<file path="src/hw/rtl/fta_pkg.sv">
// Shared types and constants for the fault table aggregator.
package fta_pkg;

	localparam int MaxFaults = 32;
	localparam int IdxW      = $clog2(MaxFaults);
	localparam int CntW      = $clog2(MaxFaults + 1);
	localparam int TicksW    = 16;
	localparam int CfgAddrW  = 3;

	localparam logic [TicksW-1:0] HoldoffReset = 16'd50;

	// Byte address of the hold-off register.
	localparam logic [CfgAddrW-1:0] AddrHoldoff = 3'd0;

	localparam logic [1:0] StOk      = 2'd0;
	localparam logic [1:0] StFull    = 2'd1;
	localparam logic [1:0] StRefused = 2'd2;

	typedef enum logic [2:0] {
		OP_REGISTER  = 3'd0,
		OP_TRIGGER   = 3'd1,
		OP_CLEAR_ONE = 3'd2,
		OP_CLEAR_NP  = 3'd3,
		OP_GCLEAR    = 3'd4,
		OP_TICK      = 3'd5
	} fta_op_t;

	typedef enum logic [2:0] {
		ST_IDLE,
		ST_DECODE,
		ST_RMW_RD,
		ST_RMW_WR,
		ST_SCAN,
		ST_CLEAR,
		ST_TABLE,
		ST_DONE
	} fta_state_t;

	// Commands from the controller to the datapath.
	typedef struct packed {
		logic load;
		logic rd_idx;
		logic wr_rmw;
		logic walk_start;
		logic walk_step;
		logic walk_clear;
		logic do_register;
		logic do_tick;
		logic apply_table;
		logic gclear_commit;
		logic set_refused;
		logic emit;
	} fta_cmd_t;

	// Status from the datapath to the controller.
	typedef struct packed {
		fta_op_t op;
		logic    idx_valid;
		logic    walk_done;
		logic    refuse;
	} fta_stat_t;

endpackage

</file>
<file path="src/hw/rtl/fault_table_aggregator_core.sv">
// Top level of the fault table aggregator: register port, controller and datapath.
// Register, tick and unused commands, and a trigger or clear one on an unregistered index,
// go straight to the result; trigger and clear one read, modify and write their entry and
// then walk the table, clear non-permanent walks it once, and a global clear walks it once
// more to clear it when not refused. The table walk reads one entry per cycle.
// One command is in flight at a time; the next is taken only once the controller is idle. The result
// beat cannot be stalled. Reset clears the table count, signals, latches and hold-off.
module fault_table_aggregator_core import fta_pkg::*; (
	input  logic                clk,
	input  logic                arst_n,
	// Configuration port.
	input  logic                psel,
	input  logic                penable,
	input  logic                pwrite,
	input  logic [CfgAddrW-1:0] paddr,
	input  logic [31:0]         pwdata,
	output logic [31:0]         prdata,
	output logic                pready,
	// Command beat.
	input  logic                start,
	output logic                busy,
	input  logic [2:0]          command,
	input  logic [4:0]          fault_index,
	input  logic                is_permanent,
	input  logic                is_resettable,
	input  logic                pin_fault_level,
	input  logic                pin_faultn_level,
	// Result beat.
	output logic                done,
	output logic [1:0]          status,
	output logic [4:0]          assigned_index,
	output logic                fault_out,
	output logic                faultn_out,
	output logic                clearing
);

	logic [TicksW-1:0] hold_ticks_q;
	logic              cfg_wr;
	fta_cmd_t          cmd;
	fta_stat_t         stat;

	// The single register sits at byte address zero; the low two address
	// bits select bytes and are ignored.
	assign pready = 1'b1;
	assign cfg_wr = psel && penable && pwrite && pready;

	always_ff @(posedge clk or negedge arst_n) begin
		if (!arst_n) begin
			hold_ticks_q <= HoldoffReset;
		end else if (cfg_wr && (paddr[CfgAddrW-1:2] == AddrHoldoff[CfgAddrW-1:2])) begin
			hold_ticks_q <= pwdata[TicksW-1:0];
		end
	end

	always_comb begin
		prdata = '0;
		if (paddr[CfgAddrW-1:2] == AddrHoldoff[CfgAddrW-1:2]) begin
			prdata = 32'(hold_ticks_q);
		end
	end

	// The controller decides the sequence of steps; the datapath owns all state.
	fta_ctrl u_ctrl (
		.clk    (clk),
		.arst_n (arst_n),
		.start  (start),
		.stat   (stat),
		.cmd    (cmd),
		.busy   (busy)
	);

	fta_dp u_dp (
		.clk              (clk),
		.arst_n           (arst_n),
		.cmd              (cmd),
		.stat             (stat),
		.command          (command),
		.fault_index      (fault_index),
		.is_permanent     (is_permanent),
		.is_resettable    (is_resettable),
		.pin_fault_level  (pin_fault_level),
		.pin_faultn_level (pin_faultn_level),
		.hold_ticks       (hold_ticks_q),
		.done             (done),
		.status           (status),
		.assigned_index   (assigned_index),
		.fault_out        (fault_out),
		.faultn_out       (faultn_out),
		.clearing         (clearing)
	);

	// A result beat only appears once the controller has returned to idle.
	a_done_idle: assert property (@(posedge clk) disable iff (!arst_n)
		done |-> !busy)
		else $error("result beat while busy");

	// An accepted command always occupies the controller for the next cycle.
	a_start_busy: assert property (@(posedge clk) disable iff (!arst_n)
		(start && !busy) |=> busy)
		else $error("command accepted without going busy");

	// Exactly one result per command, so result beats never come back to back.
	a_single_result: assert property (@(posedge clk) disable iff (!arst_n)
		done |=> !done)
		else $error("back-to-back result beats");

	// A failed command never hands out a table index.
	a_fail_no_index: assert property (@(posedge clk) disable iff (!arst_n)
		(done && (status != StOk)) |-> (assigned_index == '0))
		else $error("index assigned on a failed command");

endmodule

</file>
<file path="src/hw/rtl/fta_ctrl.sv">
// Controller state machine that sequences each command through the datapath.
module fta_ctrl import fta_pkg::*; (
	input  logic      clk,
	input  logic      arst_n,
	input  logic      start,
	input  fta_stat_t stat,
	output fta_cmd_t  cmd,
	output logic      busy
);

	fta_state_t state_q, state_d;

	always_ff @(posedge clk or negedge arst_n) begin
		if (!arst_n) begin
			state_q <= ST_IDLE;
		end else begin
			state_q <= state_d;
		end
	end

	always_comb begin
		state_d = state_q;
		cmd     = '0;
		unique case (state_q)
			ST_IDLE: begin
				if (start) begin
					cmd.load = 1'b1;
					state_d  = ST_DECODE;
				end
			end
			ST_DECODE: begin
				case (stat.op)
					OP_REGISTER: begin
						cmd.do_register = 1'b1;
						state_d         = ST_DONE;
					end
					OP_TRIGGER, OP_CLEAR_ONE: begin
						state_d = stat.idx_valid ? ST_RMW_RD : ST_DONE;
					end
					OP_CLEAR_NP: begin
						cmd.walk_start = 1'b1;
						state_d        = ST_CLEAR;
					end
					OP_GCLEAR: begin
						cmd.walk_start = 1'b1;
						state_d        = ST_SCAN;
					end
					OP_TICK: begin
						cmd.do_tick = 1'b1;
						state_d     = ST_DONE;
					end
					default: begin
						state_d = ST_DONE;
					end
				endcase
			end
			ST_RMW_RD: begin
				cmd.rd_idx = 1'b1;
				state_d    = ST_RMW_WR;
			end
			ST_RMW_WR: begin
				cmd.wr_rmw     = 1'b1;
				cmd.walk_start = 1'b1;
				state_d        = ST_SCAN;
			end
			ST_SCAN: begin
				cmd.walk_step = 1'b1;
				if (stat.walk_done) begin
					if (stat.op == OP_GCLEAR) begin
						if (stat.refuse) begin
							cmd.set_refused = 1'b1;
							state_d         = ST_DONE;
						end else begin
							cmd.walk_start = 1'b1;
							state_d        = ST_CLEAR;
						end
					end else begin
						state_d = ST_TABLE;
					end
				end
			end
			ST_CLEAR: begin
				cmd.walk_step  = 1'b1;
				cmd.walk_clear = 1'b1;
				if (stat.walk_done) begin
					state_d = ST_TABLE;
				end
			end
			ST_TABLE: begin
				cmd.apply_table   = 1'b1;
				cmd.gclear_commit = (stat.op == OP_GCLEAR);
				state_d           = ST_DONE;
			end
			ST_DONE: begin
				cmd.emit = 1'b1;
				state_d  = ST_IDLE;
			end
			default: begin
				state_d = ST_IDLE;
			end
		endcase
	end

	assign busy = (state_q != ST_IDLE);

endmodule

</file>
<file path="src/hw/rtl/fta_dp.sv">
// Datapath: fault table memory, table walk, pin sampling, latches and hold-off.
module fta_dp import fta_pkg::*; (
	input  logic              clk,
	input  logic              arst_n,
	input  fta_cmd_t          cmd,
	output fta_stat_t         stat,
	input  logic [2:0]        command,
	input  logic [4:0]        fault_index,
	input  logic              is_permanent,
	input  logic              is_resettable,
	input  logic              pin_fault_level,
	input  logic              pin_faultn_level,
	input  logic [TicksW-1:0] hold_ticks,
	output logic              done,
	output logic [1:0]        status,
	output logic [4:0]        assigned_index,
	output logic              fault_out,
	output logic              faultn_out,
	output logic              clearing
);

	// Flag bits: 0 triggered, 1 permanent, 2 resettable.
	logic [2:0] flags_mem [MaxFaults];
	logic [2:0] rd_data_q;

	// Latched input item.
	fta_op_t    op_q;
	logic [4:0] idx_q;
	logic       perm_q;
	logic       rst_q;
	logic       pf_q;
	logic       pfn_q;

	logic [CntW-1:0]   count_q;
	logic [1:0]        pin_q;
	logic [1:0]        table_q;
	logic [1:0]        latch_q;
	logic              clear_q;
	logic [TicksW-1:0] holdoff_q;

	logic [CntW-1:0] walk_q;
	logic            pend_q;
	logic [IdxW-1:0] pend_addr_q;
	logic [1:0]      sig_q;
	logic            refuse_q;

	logic [1:0] st_q;
	logic [4:0] asg_q;

	logic            idx_valid;
	logic            walk_more;
	logic            rd_en;
	logic [IdxW-1:0] rd_addr;
	logic            wr_en;
	logic [IdxW-1:0] wr_addr;
	logic [2:0]      wr_data;
	logic            trig_post;
	logic [1:0]      new_pins;
	logic [1:0]      tbl_latch;
	logic [1:0]      pin_latch;

	assign idx_valid = ({1'b0, idx_q} < count_q);
	assign walk_more = (walk_q < count_q);

	assign stat.op        = op_q;
	assign stat.idx_valid = idx_valid;
	assign stat.walk_done = !walk_more && !pend_q;
	assign stat.refuse    = refuse_q | pin_q[1];

	// Memory read port.
	assign rd_en   = cmd.rd_idx | (cmd.walk_step & walk_more);
	assign rd_addr = cmd.rd_idx ? IdxW'(idx_q) : walk_q[IdxW-1:0];

	// An entry survives a clear walk triggered only if it is permanent.
	assign trig_post = rd_data_q[0] & (rd_data_q[1] | !cmd.walk_clear);

	// Memory write port: one writer at a time by construction of the sequence.
	always_comb begin
		wr_en   = 1'b0;
		wr_addr = pend_addr_q;
		wr_data = rd_data_q;
		if (cmd.do_register) begin
			wr_en   = (count_q < CntW'(MaxFaults));
			wr_addr = count_q[IdxW-1:0];
			wr_data = {rst_q, perm_q, 1'b0};
		end else if (cmd.wr_rmw) begin
			wr_en   = 1'b1;
			wr_addr = IdxW'(idx_q);
			wr_data = {rd_data_q[2:1], (op_q == OP_TRIGGER)};
		end else if (pend_q && cmd.walk_clear && !rd_data_q[1]) begin
			wr_en   = 1'b1;
			wr_data = {rd_data_q[2:1], 1'b0};
		end
	end

	always_ff @(posedge clk) begin
		if (wr_en) begin
			flags_mem[wr_addr] <= wr_data;
		end
		if (rd_en) begin
			rd_data_q <= flags_mem[rd_addr];
		end
	end

	// Rising edges of (pin | table) set the sticky latches.
	assign tbl_latch = latch_q | ((pin_q | sig_q) & ~(pin_q | table_q));
	assign new_pins  = {~pfn_q, ~pf_q};
	assign pin_latch = latch_q | ((new_pins | table_q) & ~(pin_q | table_q));

	// Latched item and result payload.
	always_ff @(posedge clk) begin
		if (cmd.load) begin
			op_q   <= fta_op_t'(command);
			idx_q  <= fault_index;
			perm_q <= is_permanent;
			rst_q  <= is_resettable;
			pf_q   <= pin_fault_level;
			pfn_q  <= pin_faultn_level;
			st_q   <= StOk;
			asg_q  <= '0;
		end else if (cmd.do_register) begin
			if (count_q < CntW'(MaxFaults)) begin
				asg_q <= 5'(count_q);
			end else begin
				st_q <= StFull;
			end
		end else if (cmd.set_refused) begin
			st_q <= StRefused;
		end
		if (cmd.emit) begin
			status         <= st_q;
			assigned_index <= asg_q;
			fault_out      <= latch_q[0];
			faultn_out     <= latch_q[1];
			clearing       <= clear_q;
		end
	end

	// Walk bookkeeping.
	always_ff @(posedge clk or negedge arst_n) begin
		if (!arst_n) begin
			walk_q      <= '0;
			pend_q      <= 1'b0;
			pend_addr_q <= '0;
			sig_q       <= '0;
			refuse_q    <= 1'b0;
		end else if (cmd.walk_start) begin
			walk_q   <= '0;
			pend_q   <= 1'b0;
			sig_q    <= '0;
			refuse_q <= 1'b0;
		end else begin
			if (cmd.walk_step && walk_more) begin
				walk_q      <= walk_q + 1'b1;
				pend_q      <= 1'b1;
				pend_addr_q <= walk_q[IdxW-1:0];
			end else begin
				pend_q <= 1'b0;
			end
			if (pend_q) begin
				if (trig_post) begin
					sig_q <= sig_q | (rd_data_q[2] ? 2'b01 : 2'b10);
				end
				if (rd_data_q[0] && rd_data_q[1]) begin
					refuse_q <= 1'b1;
				end
			end
		end
	end

	// Architectural state.
	always_ff @(posedge clk or negedge arst_n) begin
		if (!arst_n) begin
			count_q   <= '0;
			pin_q     <= '0;
			table_q   <= '0;
			latch_q   <= '0;
			clear_q   <= 1'b0;
			holdoff_q <= '0;
			done      <= 1'b0;
		end else begin
			done <= cmd.emit;
			if (cmd.do_register && (count_q < CntW'(MaxFaults))) begin
				count_q <= count_q + 1'b1;
			end
			if (cmd.apply_table) begin
				table_q <= sig_q;
				latch_q <= cmd.gclear_commit ? (tbl_latch & 2'b10) : tbl_latch;
				if (cmd.gclear_commit) begin
					clear_q   <= 1'b1;
					holdoff_q <= (hold_ticks == '0) ? TicksW'(1) : hold_ticks;
				end
			end
			if (cmd.do_tick) begin
				if (!clear_q) begin
					pin_q   <= new_pins;
					latch_q <= pin_latch;
				end else if (holdoff_q <= TicksW'(1)) begin
					holdoff_q <= '0;
					clear_q   <= 1'b0;
				end else begin
					holdoff_q <= holdoff_q - 1'b1;
				end
			end
		end
	end

endmodule
</file>
<file path="config.mk">
export PLATFORM = sky130hd
export DESIGN_NAME = fault_table_aggregator_core
export DESIGN_NICKNAME = d
export VERILOG_FILES = /design/src/hw/rtl/fta_pkg.sv /design/src/hw/rtl/fault_table_aggregator_core.sv /design/src/hw/rtl/fta_ctrl.sv /design/src/hw/rtl/fta_dp.sv
export SDC_FILE = /design/constraint.sdc
export NUM_CORES = 1
export LEC_CHECK = 0
export BUFFER_PORTS_ARGS = -buffer_cell sky130_fd_sc_hd__buf_4
export CORE_UTILIZATION = 50
export DETAILED_ROUTE_END_ITERATION = 6
export HOLD_SLACK_MARGIN = 0.15
export PLACE_DENSITY = 0.7
export SETUP_SLACK_MARGIN = 0.4
export SYNTH_ARGS = -nofsm -noshare
export SYNTH_HDL_FRONTEND = slang
export SYNTH_SLANG_ARGS = --single-unit
</file>
<file path="constraint.sdc">
create_clock -name clk -period 4 [get_ports clk]
set_clock_uncertainty 0.15 [all_clocks]
set_input_delay 1.2 -clock clk [delete_from_list [all_inputs] [get_ports clk]]
set_output_delay 1.2 -clock clk [all_outputs]
set_load 0.03 [all_outputs]
</file>
== Word-level counts from Yosys, hierarchy flattened ==
Memory sizes are Yosys's and may differ from the RTL's. A register that Yosys moved wholly into a read port is not among the register bits.
Cells that the tools add are included.
Cells by class
  $add $sub $neg: 3
  bitwise operators: 19
  reduce and logical (&&, ||, !) cells: 32
  mux-type cells: 69
  $lt $le $gt $ge: 4
  equality and inequality tests: 16
Operator list (count)
  $mux W16: 7
  $mux W1: 35
  $mux W2: 13
  $pmux W3 S8: 1
  $eq A3 B3 Y1 const B: 6
  $mux W3: 6
  $le A16 B1 Y1 const B: 1
  $logic_not A16 Y1: 1
  $sub A16 B1 Y16 const B: 1
  $mux W5: 3
  $add A6 B1 Y6 const B: 2
  $eq A3 B2 Y1 const B: 4
  $mux W6: 2
  $or A2 B2 Y2: 6
  $reduce_and A2 Y1: 6
  $reduce_bool A2 Y1: 5
  $logic_and A1 B1 Y1: 9
  $pmux W3 S3: 1
  $ne A2 B2 Y1 const B: 4
  $eq A3 B1 Y1 const B: 2
  $logic_not A3 Y1: 2
  $lt A5 B6 Y1: 1
  $lt A6 B6 Y1: 1
  $lt A6 B6 Y1 const B: 1
  10 further kinds: 23
Word-level totals
  output and inout port bits: 45
  RAM bits: 96
  logic and storage cells: 171
  register bits: 93
  bits of input ports: 53
  memories: 1
Memory list
  u_dp.flags_mem: words 32, bits a word 3, rd ports 1, clocked after Yosys merged registers in 1, write ports 1, line fta_dp.sv:23  | logic [2:0] flags_mem [MaxFaults];

== Longest topological paths before layout ==
Gate-level depths: netlist of the first run.
  depth after elaboration: 9
  mapped depth: 10
  mapped depth without buffers: 9

== By module ==
From an unflattened synthesis of the first run, not the netlist that was laid out.
Unflattened totals
  cell total of the unflattened synthesis: 787
  area total of the unflattened synthesis: 9187.6 um2
Modules (own cells, without submodules)
  fta_dp: cells each 667, seq. area each 4899.7 um2, area an instance 7928.9 um2, instances 1
  fault_table_aggregator_core: cells each 70, seq. area each 404.1 um2, area an instance 903.4 um2, instances 1
  fta_ctrl: cells each 50, seq. area each 75.1 um2, area an instance 355.3 um2, instances 1

== Worst setup path after synthesis of the first run ==
No wires, ideal clock.
  kind: input-to-output
  start point: input paddr[2]
  end point: output prdata[10]
  path buffers: 1
  data arrival time: 1842 ps
  stages on the path: 2
  data required time: 2650 ps
  slack: 808 ps
  path through: clkbuf_1 > nor2b_1
On the way
  longest elaborated chain between the ends: 1
RTL lines
  start: declaration: line fault_table_aggregator_core.sv:15  | input logic [CfgAddrW-1:0] paddr,
  $mux W16: line fault_table_aggregator_core.sv:57  | if (paddr[CfgAddrW-1:2] == AddrHoldoff[CfgAddrW-1:2]) begin
  end: declaration: line fault_table_aggregator_core.sv:17  | output logic [31:0] prdata,
No other way between the ends.

== Worst setup path in the final report of the first run ==
  start point: register u_ctrl.state_q[1]
  end point: register u_dp.rd_data_q[0] (read register of u_dp.flags_mem), data pin
On the way
  longest elaborated chain between the ends: 5
  elaborated cells on any way between the ends: 9
  those cells by class: 3 x eq/ne; 3 x mux; 2 x bitwise; 1 x reduce/logical
RTL lines
  start: declaration: line fta_ctrl.sv:11  | fta_state_t state_q, state_d;
  start signal: assignment: line fta_ctrl.sv:17  | state_q <= state_d;
  $eq A3 B3 Y1: line fta_ctrl.sv:24  | unique case (state_q)
  $reduce_or A2 Y1 (no line)
  $mux W1: line fta_ctrl.sv:24
  $and A1 B1 Y1: line fta_dp.sv:71  | assign rd_en = cmd.rd_idx | (cmd.walk_step & walk_more);
  $or A1 B1 Y1: line fta_dp.sv:71
  end: declaration: line fta_dp.sv:24  | logic [2:0] rd_data_q;
Several ways; a longest one is shown, not always the timed one.
A chain may end at the register's enable or synchronous reset.

==> load_flow_metrics.sql, run 1 <==
INSERT INTO impl_metrics (metric_group, metric, value, unit) VALUES
('run_status', 'status', 'complete, no violations', ''),
('place', 'placedInstanceArea', '0.00959', 'mm2'),
('logic_synthesis', 'synth_commonest_cells', 'sky130_fd_sc_hd__edfxtp_1 (121), sky130_fd_sc_hd__nor2_1 (83), sky130_fd_sc_hd__nand2_1 (80)', ''),
('logic_synthesis', 'synth.area.mux_share', '10.4', '%'),
('clock_network', 'cts_buffers', '17', ''),
('drt', 'drt-wirelength-per-cell', '18.2', 'um'),
('place', 'gp_congestion', '0.858', ''),
('drt', 'drt-vias-per-instance', '5.70', ''),
('global_routing', 'first_global_vias', '5888', ''),
('logic_synthesis', 'dominant_combinational_cell_family_by_area_after_synthesis', 'simple AND/OR/NAND/NOR gates', ''),
('die', 'dieArea', '0.0184', 'mm2'),
('setup_path', 'timing.setup.critical_path_class', 'flip-flop to flip-flop', ''),
('setup_path', 'timing.critical_path.fanout_max', '33', ''),
('global_routing', 'global_route.usage.total', '22.0', '%'),
('drt', 'dr_total_vias', '5893', ''),
('sta', 'setup_viol', '0', ''),
('drt', 'count_of_nets_left_with_antenna_violations_after_detail_routing', '0', ''),
('sta', 'period_utilisation_layout', '82.9', '%'),
('logic_synthesis', 'seq_area_frac_synth', '60.2', '%'),
('die', 'floorplan.die.width', '136', 'um'),
('drt', 'detailedRoute.firstIterationViolations', '436', ''),
('place', 'post_dp_hpwl', '12700', 'um'),
('clock_network', 'cts_htree_levels', '4', ''),
('global_routing', 'grt_start_max_net_pins', '65', ''),
('logic_synthesis', 'netlist_instances', '728', ''),
('logic_synthesis', 'synth-edff-count', '121', ''),
('layout', 'final_standard_cell_utilization_of_the_core', '58.8', '%'),
('clock_network', 'cts.hold.buffers_added', '0', ''),
('sta', 'rsz0062_at_grt', 'no', ''),
('logic_synthesis', 'synth-simple-area-share', '13.9', '%'),
('power_and_ir_drop', 'power.static_leakage', '3.97', 'nW'),
('clock_network', 'cts-root-buf', 'sky130_fd_sc_hd__clkbuf_16', ''),
('die', 'floorplan.initialDensity', '51.5', '%'),
('power_and_ir_drop', 'vdd_ir_drop_max', '0.390', 'mV'),
('clock_network', 'cts_max_path_buffers', '2', ''),
('sta', 'time_the_worst_path_needs_with_i_o_delays_and_setup', '3320', 'ps'),
('global_routing', 'initial_antenna_violation_count', '0', ''),
('logic_synthesis', 'synth_compound_area_share', '8.13', '%'),
('sta', 'max_clock_freq', '0.302', 'GHz'),
('layout', 'areaGrowthSynthToFinish', '14.1', '%'),
('sta', 'final_hold_viol_count', '0', ''),
('job', 'max_cap_violations', '0', ''),
('drt', 'dr.pass1.iters', '5', ''),
('die', 'floorplan_die_height', '136', 'um'),
('clock_network', 'tritoncts', 'built', ''),
('sta', 'timing_max_transition_violations_final', '0', ''),
('layout', 'layout-drive-gt1-share', '19.2', '%'),
('die', 'core', '0.0174', 'mm2'),
('logic_synthesis', 'ys_seq_elements', '192', ''),
('logic_synthesis', 'post_synth_main_area_contributors', 'sky130_fd_sc_hd__edfxtp_1 (41%), sky130_fd_sc_hd__dfrtp_1 (17%), sky130_fd_sc_hd__mux2i_1 (3.8%)', ''),
('drt', 'detail_route.drc_violations', '0', ''),
('clock_network', 'clkSlewWorstSetupHoldPaths', '70', 'ps'),
('logic_synthesis', 'ys_async_sr_fraction', '33.3', '%'),
('logic_synthesis', 'avgSynthCellArea', '12.3', 'um2'),
('setup_path', 'cp.required', '4000', 'ps'),
('logic_synthesis', 'synth_cell_type_count', '59', ''),
('layout', 'antenna_diode_instance_count', '0', ''),
('setup_path', 'critPathCaptureType', 'flip-flop', ''),
('die', 'row_count', '48', ''),
('logic_synthesis', 'post-synth-top-count-cell', 'sky130_fd_sc_hd__edfxtp_1', ''),
('drt', 'totalWireLength', '18800', 'um'),
('global_routing', 'grt_overflow', '0', ''),
('logic_synthesis', 'netlist.top_cell.by_area', 'sky130_fd_sc_hd__edfxtp_1', ''),
('sta', 'sum_of_negative_setup_slack', '0', 'ps'),
('logic_synthesis', 'share_of_synthesized_cell_area_in_full_adder_half_adder_and_majority_cells', '1.82', '%'),
('die', 'io_pins', '98', ''),
('global_routing', 'global_route_wire_length_before_repair', '30300', 'um'),
('sta', 'worst-slew-pin-transition', '1090', 'ps'),
('clock_network', 'clk_latency', '440', 'ps'),
('logic_synthesis', 'syn-cell-area', '0.00894', 'mm2'),
('logic_synthesis', 'yosys_warnings', '0', '');
-- report_power, final --
part           switching (mW)  total (mW)  internal [mW]
registers               0.306        2.93           2.62
logic                    1.27        2.11          0.834
clock network           0.782        1.72          0.941
-- per-stage QoR --
stage,setup WS (ps),power (mW),hold slack (ps),std cells
2_1_floorplan,808,4.42,258,743
3_3_place_gp,766,4.99,268,1001
3_5_place_dp,698,5.04,269,1001
4_1_cts,660,6.77,287,1033
5_1_grt,488,7.10,299,1033
6_report,684,6.76,285,1033
-- cells by family after synthesis --
family	after synthesis
flip-flops	192
AND/OR/NAND/NOR	263
AO/OA/AOI/OAI	110
adder cells (fa/ha/maj)	13
buffers and inverters	58
multiplexers	71
XOR/XNOR	19
other	2
-- cell type report --
class	instances	area [um2]
fill	1389	7160
sequential	192	5380
multi-input combinational	493	3310
timing repair buffer	76	571
clock buffer	17	425
tap	225	282
clock inverter	15	175
inverter	15	56.3
-- worst max-delay path, cell delays in order, from the launching register on --
cell,delay [ps]
sky130_fd_sc_hd__dfrtp_1,660
sky130_fd_sc_hd__nor3b_4,550
sky130_fd_sc_hd__mux2_4,570
sky130_fd_sc_hd__mux4_2,560
sky130_fd_sc_hd__mux2i_1,210
sky130_fd_sc_hd__a22oi_1,90
sky130_fd_sc_hd__o21ai_0,120
sky130_fd_sc_hd__a21oi_1,110
-- registers in the layout (all words and copies together) (netlist names), 3 cells and up --
register / count
u_dp.rd_data_q: 3
u_dp.count_q: 6
u_ctrl.state_q: 3
hold_ticks_q: 16
u_dp.op_q: 3
u_dp.idx_q: 5
u_dp.holdoff_q: 16
u_dp.flags_mem: 96
u_dp.walk_q: 6
u_dp.assigned_index: 5
u_dp.pend_addr_q: 5
u_dp.asg_q: 5
-- placed cells by master, fill, tap and decap left out, drive strengths merged, types with 5 or more instances in the layout --
master  instances
clkbuf         17
nor3b           7
nand3          12
mux4           14
dfrtp          61
conb           17
ha             13
a211oi          6
nand3b          5
nor2           83
o22ai           9
mux2           21
buf            76
and2            9
nor3           14
edfxtp        121
a21oi          16
nor2b          20
mux2i          36
nand2b          8
nor4            5
inv            22
a311oi          6
a22oi          13
a21o            6
nand2          80
dfxtp           7
xnor2          15
o21ai          30
-- path summary, 6_finish.rpt --
check,slack (ps),end,cells past startpoint,startpoint
max in group asynchronous,2470,hold_ticks_q[13],1,arst_n
worst min register to register,290,u_dp.assigned_index[3],0,u_dp.asg_q[3]
worst min-delay path,290,u_dp.assigned_index[3],0,u_dp.asg_q[3]
min in group asynchronous,700,u_dp.done,1,arst_n
worst max-delay path,680,u_dp.rd_data_q[0],7,u_ctrl.state_q[1]
worst max register to register,680,u_dp.rd_data_q[0],7,u_ctrl.state_q[1]
-- metal layers --
layer,vias to the layer above,routed length (um),global-route usage (%)
met1,2898,7840,28.0
met5,-,0,0
met4,0,382,9.36
met2,199,9520,36.8
li1,2768,-,-
met3,28,1090,3.82
-- repair_timing --
item,4_1_cts,5_1_grt
setup endpoints to repair,0,36
gates resized for setup,0,1
buffers inserted,0,0
(Power assumes the default switching activity.)
==> inputs of run 2 (changes only) <==
- clock period: 4 -> 3.45 ns (I/O delays scaled with it)
==> load_flow_metrics.sql, run 2 (synthesized netlist as in run 1, its figures left out) <==
INSERT INTO impl_metrics (metric_group, metric, value, unit) VALUES
('run_status', 'status', 'complete, no violations', ''),
('setup_path', 'critPathBufInv', '1', ''),
('setup_path', 'timing.setup.critical_path_class', 'flip-flop to flip-flop', ''),
('sta', 'sum_of_negative_setup_slack', '0', 'ps'),
('layout', 'layout-drive-gt1-share', '21.3', '%'),
('sta', 'rsz0062_at_grt', 'no', ''),
('drt', 'dr.pass1.iters', '5', ''),
('drt', 'drt-vias-per-instance', '5.77', ''),
('place', 'placement.io_buffers', '62', ''),
('drt', 'totalWireLength', '19200', 'um'),
('global_routing', 'initial_antenna_violation_count', '0', ''),
('sta', 'max_clock_freq', '0.347', 'GHz'),
('layout', 'max_flop_register', 'u_dp.flags_mem', ''),
('sta', 'max_slew_margin', '43.3', '%'),
('layout', 'areaGrowthSynthToFinish', '15.5', '%'),
('clock_network', 'cts-root-buf', 'sky130_fd_sc_hd__clkbuf_16', ''),
('global_routing', 'grt_start_max_net_pins', '65', ''),
('layout', 'antenna_diode_instance_count', '0', ''),
('layout', 'largest_reg_flops', '96', ''),
('die', 'floorplan.die.width', '136', 'um'),
('layout', 'fillers', '1374', ''),
('clock_network', 'cts_max_path_buffers', '2', ''),
('die', 'floorplan.initialDensity', '51.5', '%'),
('drt', 'drt-wirelength-per-cell', '18.5', 'um'),
('power_and_ir_drop', 'report.power.total', '7.90', 'mW'),
('place', 'place_worst_setup_slack', '297', 'ps'),
('setup_path', 'crit_chain', 'nor3b_4, buf_4, mux2_8, mux4_2, mux2i_1, a22oi_1, o21ai_0, a21oi_1', ''),
('die', 'row_count', '48', ''),
('clock_network', 'numClockSinks', '192', ''),
('clock_network', 'cts_htree_levels', '4', ''),
('power_and_ir_drop', 'vdd_ir_drop_max', '0.516', 'mV'),
('sta', 'time_the_worst_path_needs_with_i_o_delays_and_setup', '2890', 'ps'),
('global_routing', 'first_global_vias', '5960', ''),
('sta', 'setup_viol', '0', ''),
('setup_path', 'crit_slowest_cell', 'sky130_fd_sc_hd__dfrtp_2', ''),
('global_routing', 'global_route_wire_length_before_repair', '31200', 'um'),
('setup_path', 'crit_path_max_incr_delay', '530', 'ps'),
('die', 'io_pins', '98', ''),
('die', 'dieArea', '0.0184', 'mm2'),
('layout', 'reg_top3', 'u_dp.flags_mem x96, hold_ticks_q x16, u_dp.holdoff_q x16', ''),
('global_routing', 'grt_overflow', '0', ''),
('power_and_ir_drop', 'power.density_cell_area', '765', 'mW/mm2'),
('sta', 'period_utilisation_layout', '83.6', '%'),
('job', 'max_cap_violations', '0', ''),
('setup_path', 'critPathCaptureType', 'flip-flop', ''),
('clock_network', 'clkSlewWorstSetupHoldPaths', '70', 'ps'),
('clock_network', 'cts.hold.buffers_added', '0', ''),
('min_path', 'min-delay-path-class', 'flip-flop to flip-flop', ''),
('drt', 'count_of_nets_left_with_antenna_violations_after_detail_routing', '0', ''),
('layout', 'layout.cells.most_common_list', 'sky130_fd_sc_hd__edfxtp_1 (121), sky130_fd_sc_hd__buf_4 (85), sky130_fd_sc_hd__nand2_1 (76)', ''),
('clock_network', 'tritoncts', 'built', ''),
('drt', 'detailedRoute.firstIterationViolations', '548', ''),
('drt', 'dr_total_vias', '6009', ''),
('sta', 'hold_slack', '282', 'ps'),
('drt', 'detail_route.drc_violations', '0', ''),
('setup_path', 'timing.critical_path.fanout_max', '33', ''),
('sta', 'final.setup.worst_slack', '564', 'ps'),
('power_and_ir_drop', 'power.static_leakage', '4.02', 'nW'),
('global_routing', 'global_route.usage.total', '22.4', '%'),
('die', 'floorplan_die_height', '136', 'um'),
('clock_network', 'cts_buffers', '17', ''),
('place', 'post_dp_hpwl', '12900', 'um'),
('place', 'gp_congestion', '0.868', ''),
('layout', 'mostFrequentLayoutCell', 'sky130_fd_sc_hd__edfxtp_1', ''),
('layout', 'final_net_count', '870', ''),
('sta', 'worst-slew-pin-transition', '851', 'ps'),
('die', 'core', '0.0174', 'mm2'),
('setup_path', 'cell_family_with_most_cp_delay', 'multiplexers', ''),
('sta', 'final_hold_viol_count', '0', ''),
('sta', 'timing_max_transition_violations_final', '0', ''),
('setup_path', 'cp-start-kind', 'flip-flop', ''),
('setup_path', 'cp.required', '3470', 'ps'),
('place', 'placedInstanceArea', '0.00965', 'mm2'),
('layout', 'post_route_standard_cell_area_excluding_fillers', '0.0103', 'mm2'),
('setup_path', 'crit_arrival', '2910', 'ps'),
('clock_network', 'clk_latency', '430', 'ps');
==> run 2: cell types whose count changed in the layout (fill, tap and decap cells not counted), moves of 2 or more <==
cell	change
sky130_fd_sc_hd__buf_4	+9
sky130_fd_sc_hd__clkinv_1	+2
sky130_fd_sc_hd__dfrtp_1	-2
sky130_fd_sc_hd__dfrtp_2	+2
sky130_fd_sc_hd__nand2_1	-4
sky130_fd_sc_hd__nand2_2	+4
sky130_fd_sc_hd__nor2_1	-7
sky130_fd_sc_hd__nor2_2	+7
==> run 2: cell type report <==
cell class / instances / area [um2] / share of cell area, %
inverter: 15 / 56.3 / 0.545
multi-input combinational: 493 / 3360 / 32.5
tap: 225 / 282 / 2.73
clock buffer: 18 / 429 / 4.16
sequential: 192 / 5380 / 52.1
clock inverter: 14 / 180 / 1.75
timing repair buffer: 85 / 638 / 6.18
==> run 2: final timing paths <==
path	from	slack [ps]	cells after the start	endpoint
worst max-delay path	u_ctrl.state_q[2]	560	8	u_dp.rd_data_q[0]
worst min-delay path	u_dp.asg_q[3]	280	0	u_dp.assigned_index[3]
worst max register to register	u_ctrl.state_q[2]	560	8	u_dp.rd_data_q[0]
worst min register to register	u_dp.asg_q[3]	280	0	u_dp.assigned_index[3]
max in group asynchronous	arst_n	2010	1	u_ctrl.state_q[0]
min in group asynchronous	arst_n	560	1	u_dp.done
==> run 2: through the flow <==
step	util, %	std cells
2_1_floorplan	-	743
5_1_grt	59.5	1042
4_1_cts	59.1	1041
3_3_place_gp	55.6	1009
6_report	59.5	1042
3_5_place_dp	55.6	1009
==> run 2: routing by layer <==
metal  GRT usage [%]  routed length (um)
met1            29.1                8040
met4            7.55                 312
met2            37.8                9840
met3            3.89                1040
met5               0                   0
==> run 2: report_power, final <==
part           internal [mW]  leakage [nW]  switching, mW
Combinational          0.997          1.76           1.47
Clock                   1.15         0.291          0.864
Sequential              3.03          1.96          0.386
Total                   5.18          4.02           2.72
==> run 2: timing repair <==
item,4_1_cts,5_1_grt
setup endpoints to repair,75,98
gates resized for setup,1,16
hold endpoints to repair,0,0
setup buffers,0,1
pin swaps,0,1
==> inputs of run 3 (changes only) <==
- ABC_AREA: unset -> 1
- PLACE_DENSITY: 0.7 -> 0.72
- clock period: 3.45 -> 2.55 ns (I/O delays scaled with it)
==> load_flow_metrics.sql, run 3 <==
INSERT INTO impl_metrics (metric_group, metric, value, unit) VALUES
('layout', 'fillers', '1265', ''),
('layout', 'mostFrequentLayoutCell', 'sky130_fd_sc_hd__nand2_1', ''),
('place', 'post_dp_hpwl', '13700', 'um'),
('layout', 'max_flop_register', 'u_dp.flags_mem', ''),
('global_routing', 'grt_overflow', '0', ''),
('drt', 'drt-wirelength-per-cell', '18.2', 'um'),
('logic_synthesis', 'post-synth-top-count-cell', 'sky130_fd_sc_hd__nand2_1', ''),
('place', 'placedCellCount', '1306', ''),
('logic_synthesis', 'netlist.top_cell.by_area', 'sky130_fd_sc_hd__edfxtp_1', ''),
('die', 'floorplan.initialDensity', '51.6', '%'),
('logic_synthesis', 'synth_top_area_share', '38.8', '%'),
('logic_synthesis', 'avgSynthCellArea', '9.20', 'um2'),
('setup_path', 'reg2reg_to', 'u_dp.flags_mem[28][0]', ''),
('logic_synthesis', 'ys_dominant_reg_cell', 'sky130_fd_sc_hd__edfxtp_1', ''),
('die', 'io_pins', '98', ''),
('drt', 'count_of_nets_left_with_antenna_violations_after_detail_routing', '0', ''),
('drt', 'detailedRoute.firstIterationViolations', '933', ''),
('setup_path', 'crit_slowest_cell', 'sky130_fd_sc_hd__dfrtp_1', ''),
('setup_path', 'timing.critical_path.fanout_max', '5', ''),
('setup_path', 'rr_startpoint', 'u_ctrl.state_q[1]', ''),
('die', 'floorplan.die.width', '139', 'um'),
('drt', 'met2WireLength', '12500', 'um'),
('min_path', 'hold_end', 'u_dp.assigned_index[2]', ''),
('drt', 'wl_met1', '10300', 'um'),
('layout', 'layout-drive-gt1-share', '29.4', '%'),
('setup_path', 'cp-start-kind', 'flip-flop', ''),
('job', 'max_cap_violations', '0', ''),
('sta', 'hold_slack', '280', 'ps'),
('clock_network', 'cts_htree_levels', '4', ''),
('sta', 'final.setup.worst_slack', '47.8', 'ps'),
('min_path', 'holdCritStartpoint', 'u_dp.asg_q[2]', ''),
('sta', 'timing_max_transition_violations_final', '0', ''),
('global_routing', 'grt_start_max_net_pins', '37', ''),
('die', 'dieArea', '0.0193', 'mm2'),
('sta', 'final_hold_viol_count', '0', ''),
('place', 'place_worst_setup_slack', '90.5', 'ps'),
('drt', 'dr_total_vias', '7926', ''),
('setup_path', 'crit_path_max_incr_delay', '430', 'ps'),
('power_and_ir_drop', 'power.density_cell_area', '1080', 'mW/mm2'),
('setup_path', 'cp.required', '2550', 'ps'),
('drt', 'detail_route.drc_violations', '4', ''),
('min_path', 'min-delay-path-class', 'flip-flop to flip-flop', ''),
('die', 'core', '0.0181', 'mm2'),
('drt', 'totalWireLength', '25900', 'um'),
('sta', 'sum_of_negative_setup_slack', '0', 'ps'),
('clock_network', 'cts_buffers', '17', ''),
('layout', 'largest_reg_flops', '96', ''),
('logic_synthesis', 'synth_cell_type_count', '43', ''),
('sta', 'setup_viol', '0', ''),
('layout', 'reg_top3', 'u_dp.flags_mem x96, hold_ticks_q x16, u_dp.holdoff_q x16', ''),
('drt', 'drt-vias-per-instance', '5.57', ''),
('clock_network', 'clk_latency', '440', 'ps'),
('global_routing', 'first_global_vias', '7235', ''),
('power_and_ir_drop', 'power.static_leakage', '5.42', 'nW'),
('sta', 'max_clock_freq', '0.400', 'GHz'),
('sta', 'max_slew_margin', '50.0', '%'),
('layout', 'final_cells', '1422', ''),
('setup_path', 'critPathMostFrequentCell', 'sky130_fd_sc_hd__inv_2', ''),
('logic_synthesis', 'ys_seq_elements', '192', ''),
('clock_network', 'cts-root-buf', 'sky130_fd_sc_hd__clkbuf_16', ''),
('sta', 'time_the_worst_path_needs_with_i_o_delays_and_setup', '2500', 'ps'),
('drt', 'dr.pass1.iters', '7', ''),
('clock_network', 'tritoncts', 'built', ''),
('drt', 'dr_wl_met3', '2150', 'um'),
('logic_synthesis', 'seq_area_frac_synth', '57.4', '%'),
('global_routing', 'global_route_wire_length_before_repair', '36200', 'um'),
('setup_path', 'crit_chain', 'inv_2, nand2_4, nor2_4, inv_2, nor3_4, buf_6, inv_6, o21ai_4, buf_4, nand2_1, inv_2, nand2_4, nor2_4', ''),
('global_routing', 'global_route.usage.total', '24.2', '%'),
('sta', 'worst-slew-pin-transition', '732', 'ps'),
('logic_synthesis', 'yosys_warnings', '0', ''),
('min_path', 'min_path_cells', '0', ''),
('run_status', 'failed_checks', 'design-rule violations', ''),
('logic_synthesis', 'synth_commonest_cells', 'sky130_fd_sc_hd__nand2_1 (184), sky130_fd_sc_hd__inv_1 (151), sky130_fd_sc_hd__nor2_1 (127)', ''),
('logic_synthesis', 'ys_async_sr_fraction', '33.3', '%'),
('layout', 'layout.cells.most_common_list', 'sky130_fd_sc_hd__nand2_1 (162), sky130_fd_sc_hd__inv_1 (135), sky130_fd_sc_hd__edfxtp_1 (121)', ''),
('layout', 'areaGrowthSynthToFinish', '34.1', '%'),
('layout', 'final_net_count', '1246', ''),
('logic_synthesis', 'netlist_instances', '1019', ''),
('sta', 'rsz0062_at_grt', 'yes', ''),
('clock_network', 'numClockSinks', '192', ''),
('power_and_ir_drop', 'vdd_ir_drop_max', '0.699', 'mV'),
('clock_network', 'clkSlewWorstSetupHoldPaths', '70', 'ps'),
('run_status', 'status', 'complete, but fails checks', ''),
('setup_path', 'crit_arrival', '2500', 'ps'),
('place', 'placement.io_buffers', '62', ''),
('drt', 'maxUsedRoutingLayer', 'met4', ''),
('setup_path', 'reg2regPathDepth', '13', ''),
('sta', 'period_utilisation_layout', '98.1', '%'),
('setup_path', 'critPathCaptureType', 'flip-flop', ''),
('logic_synthesis', 'post_synth_main_area_contributors', 'sky130_fd_sc_hd__edfxtp_1 (39%), sky130_fd_sc_hd__dfrtp_1 (16%), sky130_fd_sc_hd__nand2_1 (7.4%)', ''),
('setup_path', 'rrSetupSlack', '50', 'ps'),
('place', 'gp_congestion', '0.893', ''),
('layout', 'antenna_diode_instance_count', '0', ''),
('setup_path', 'timing.setup.critical_path_class', 'flip-flop to flip-flop', ''),
('logic_synthesis', 'synth-edff-count', '121', ''),
('die', 'row_count', '49', ''),
('global_routing', 'initial_antenna_violation_count', '0', ''),
('die', 'floorplan_die_height', '139', 'um'),
('logic_synthesis', 'syn-cell-area', '0.00937', 'mm2'),
('clock_network', 'cts_max_path_buffers', '2', '');
## run 3: cell types whose count changed in the layout (fill, tap and decap cells not counted), moves of 32 or more
cell,delta
sky130_fd_sc_hd__mux2i_1,-33
sky130_fd_sc_hd__nor2_4,+49
sky130_fd_sc_hd__inv_1,+120
sky130_fd_sc_hd__buf_4,+32
sky130_fd_sc_hd__nand2_1,+86
sky130_fd_sc_hd__nand3_1,+87
## run 3: per-stage QoR
step | utilization [%] | instance area [um2] | total power [mW]
after global routing | 69.3 | 12600 | 14.2
after CTS | 65.3 | 11900 | 12.4
final | 69.3 | 12600 | 13.6
after global placement | 58.4 | 10600 | 8.85
after floorplan | - | 9900 | 7.66
after detailed placement | 58.4 | 10600 | 8.94
## run 3: cell type report
| class | count | area [um2] | area share (%) |
|---|---|---|---|
| multi-input cells | 637 | 3940 | 31.3 |
| inverters | 159 | 629 | 5.01 |
| clock buffers | 20 | 437 | 3.47 |
| repair inverters | 2 | 16.3 | 0.129 |
| repair buffers | 171 | 1780 | 14.1 |
| well taps | 229 | 287 | 2.28 |
| clock inverters | 12 | 101 | 0.806 |
| flip-flops and latches | 192 | 5390 | 42.8 |
## run 3: cells by family (layout without fill, tap and decap cells)
family | Yosys count | count (layout) | synth area share (%)
AO/OA/AOI/OAI | 109 | 111 | 6.74
XOR/XNOR | 20 | 20 | 1.87
adder cells (fa/ha/maj) | 13 | 13 | 1.74
buffers and inverters | 207 | 364 | 9.45
flip-flops | 192 | 192 | 57.4
other | 2 | 17 | 0.0801
AND/OR/NAND/NOR | 476 | 476 | 22.7
## run 3: what timing repair did
action                                 CTS  global route
hold buffers                             1             0
pin swaps                                9            48
setup endpoints to repair              131           214
gates cloned                             6            12
setup buffers                           40            25
gates resized for setup                 70            75
endpoints found under the hold margin   25             0
## run 3: per-layer routing
metal  GRT usage (%)  vias up
met5               0        -
met1            31.6     3754
met3            4.28       92
met4            9.82        0
li1                -     3659
met2            40.2      421
## run 3: worst max-delay path by stage
| stage | slack, ps | start | to |
|---|---|---|---|
| 2_1_floorplan | -80 | u_ctrl.state_q[1] | u_dp.flags_mem[0][2] |
| 3_3_place_gp | 90 | u_ctrl.state_q[2] | u_dp.rd_data_q[1] |
| 3_5_place_dp | 90 | u_ctrl.state_q[2] | u_dp.rd_data_q[1] |
| 4_1_cts | 210 | u_ctrl.state_q[1] | u_dp.flags_mem[8][0] |
| 5_1_grt | -10 | u_ctrl.state_q[0] | u_dp.flags_mem[22][0] |
| 6_report | 50 | u_ctrl.state_q[1] | u_dp.flags_mem[28][0] |
## run 3: where the power goes
part / switching, mW / total [mW] / internal [mW]
Clock: 1.22 / 2.49 / 1.27
Combinational: 3.96 / 6.57 / 2.61
Sequential: 0.386 / 4.54 / 4.15
## run 3: critical path, delay by kind of cell (launching register included)
| family | cells | cell delay (ps) |
|---|---|---|
| compound gates | 1 | 150 |
| buf+inv | 6 | 710 |
| flops | 1 | 430 |
| simple gates | 6 | 760 |
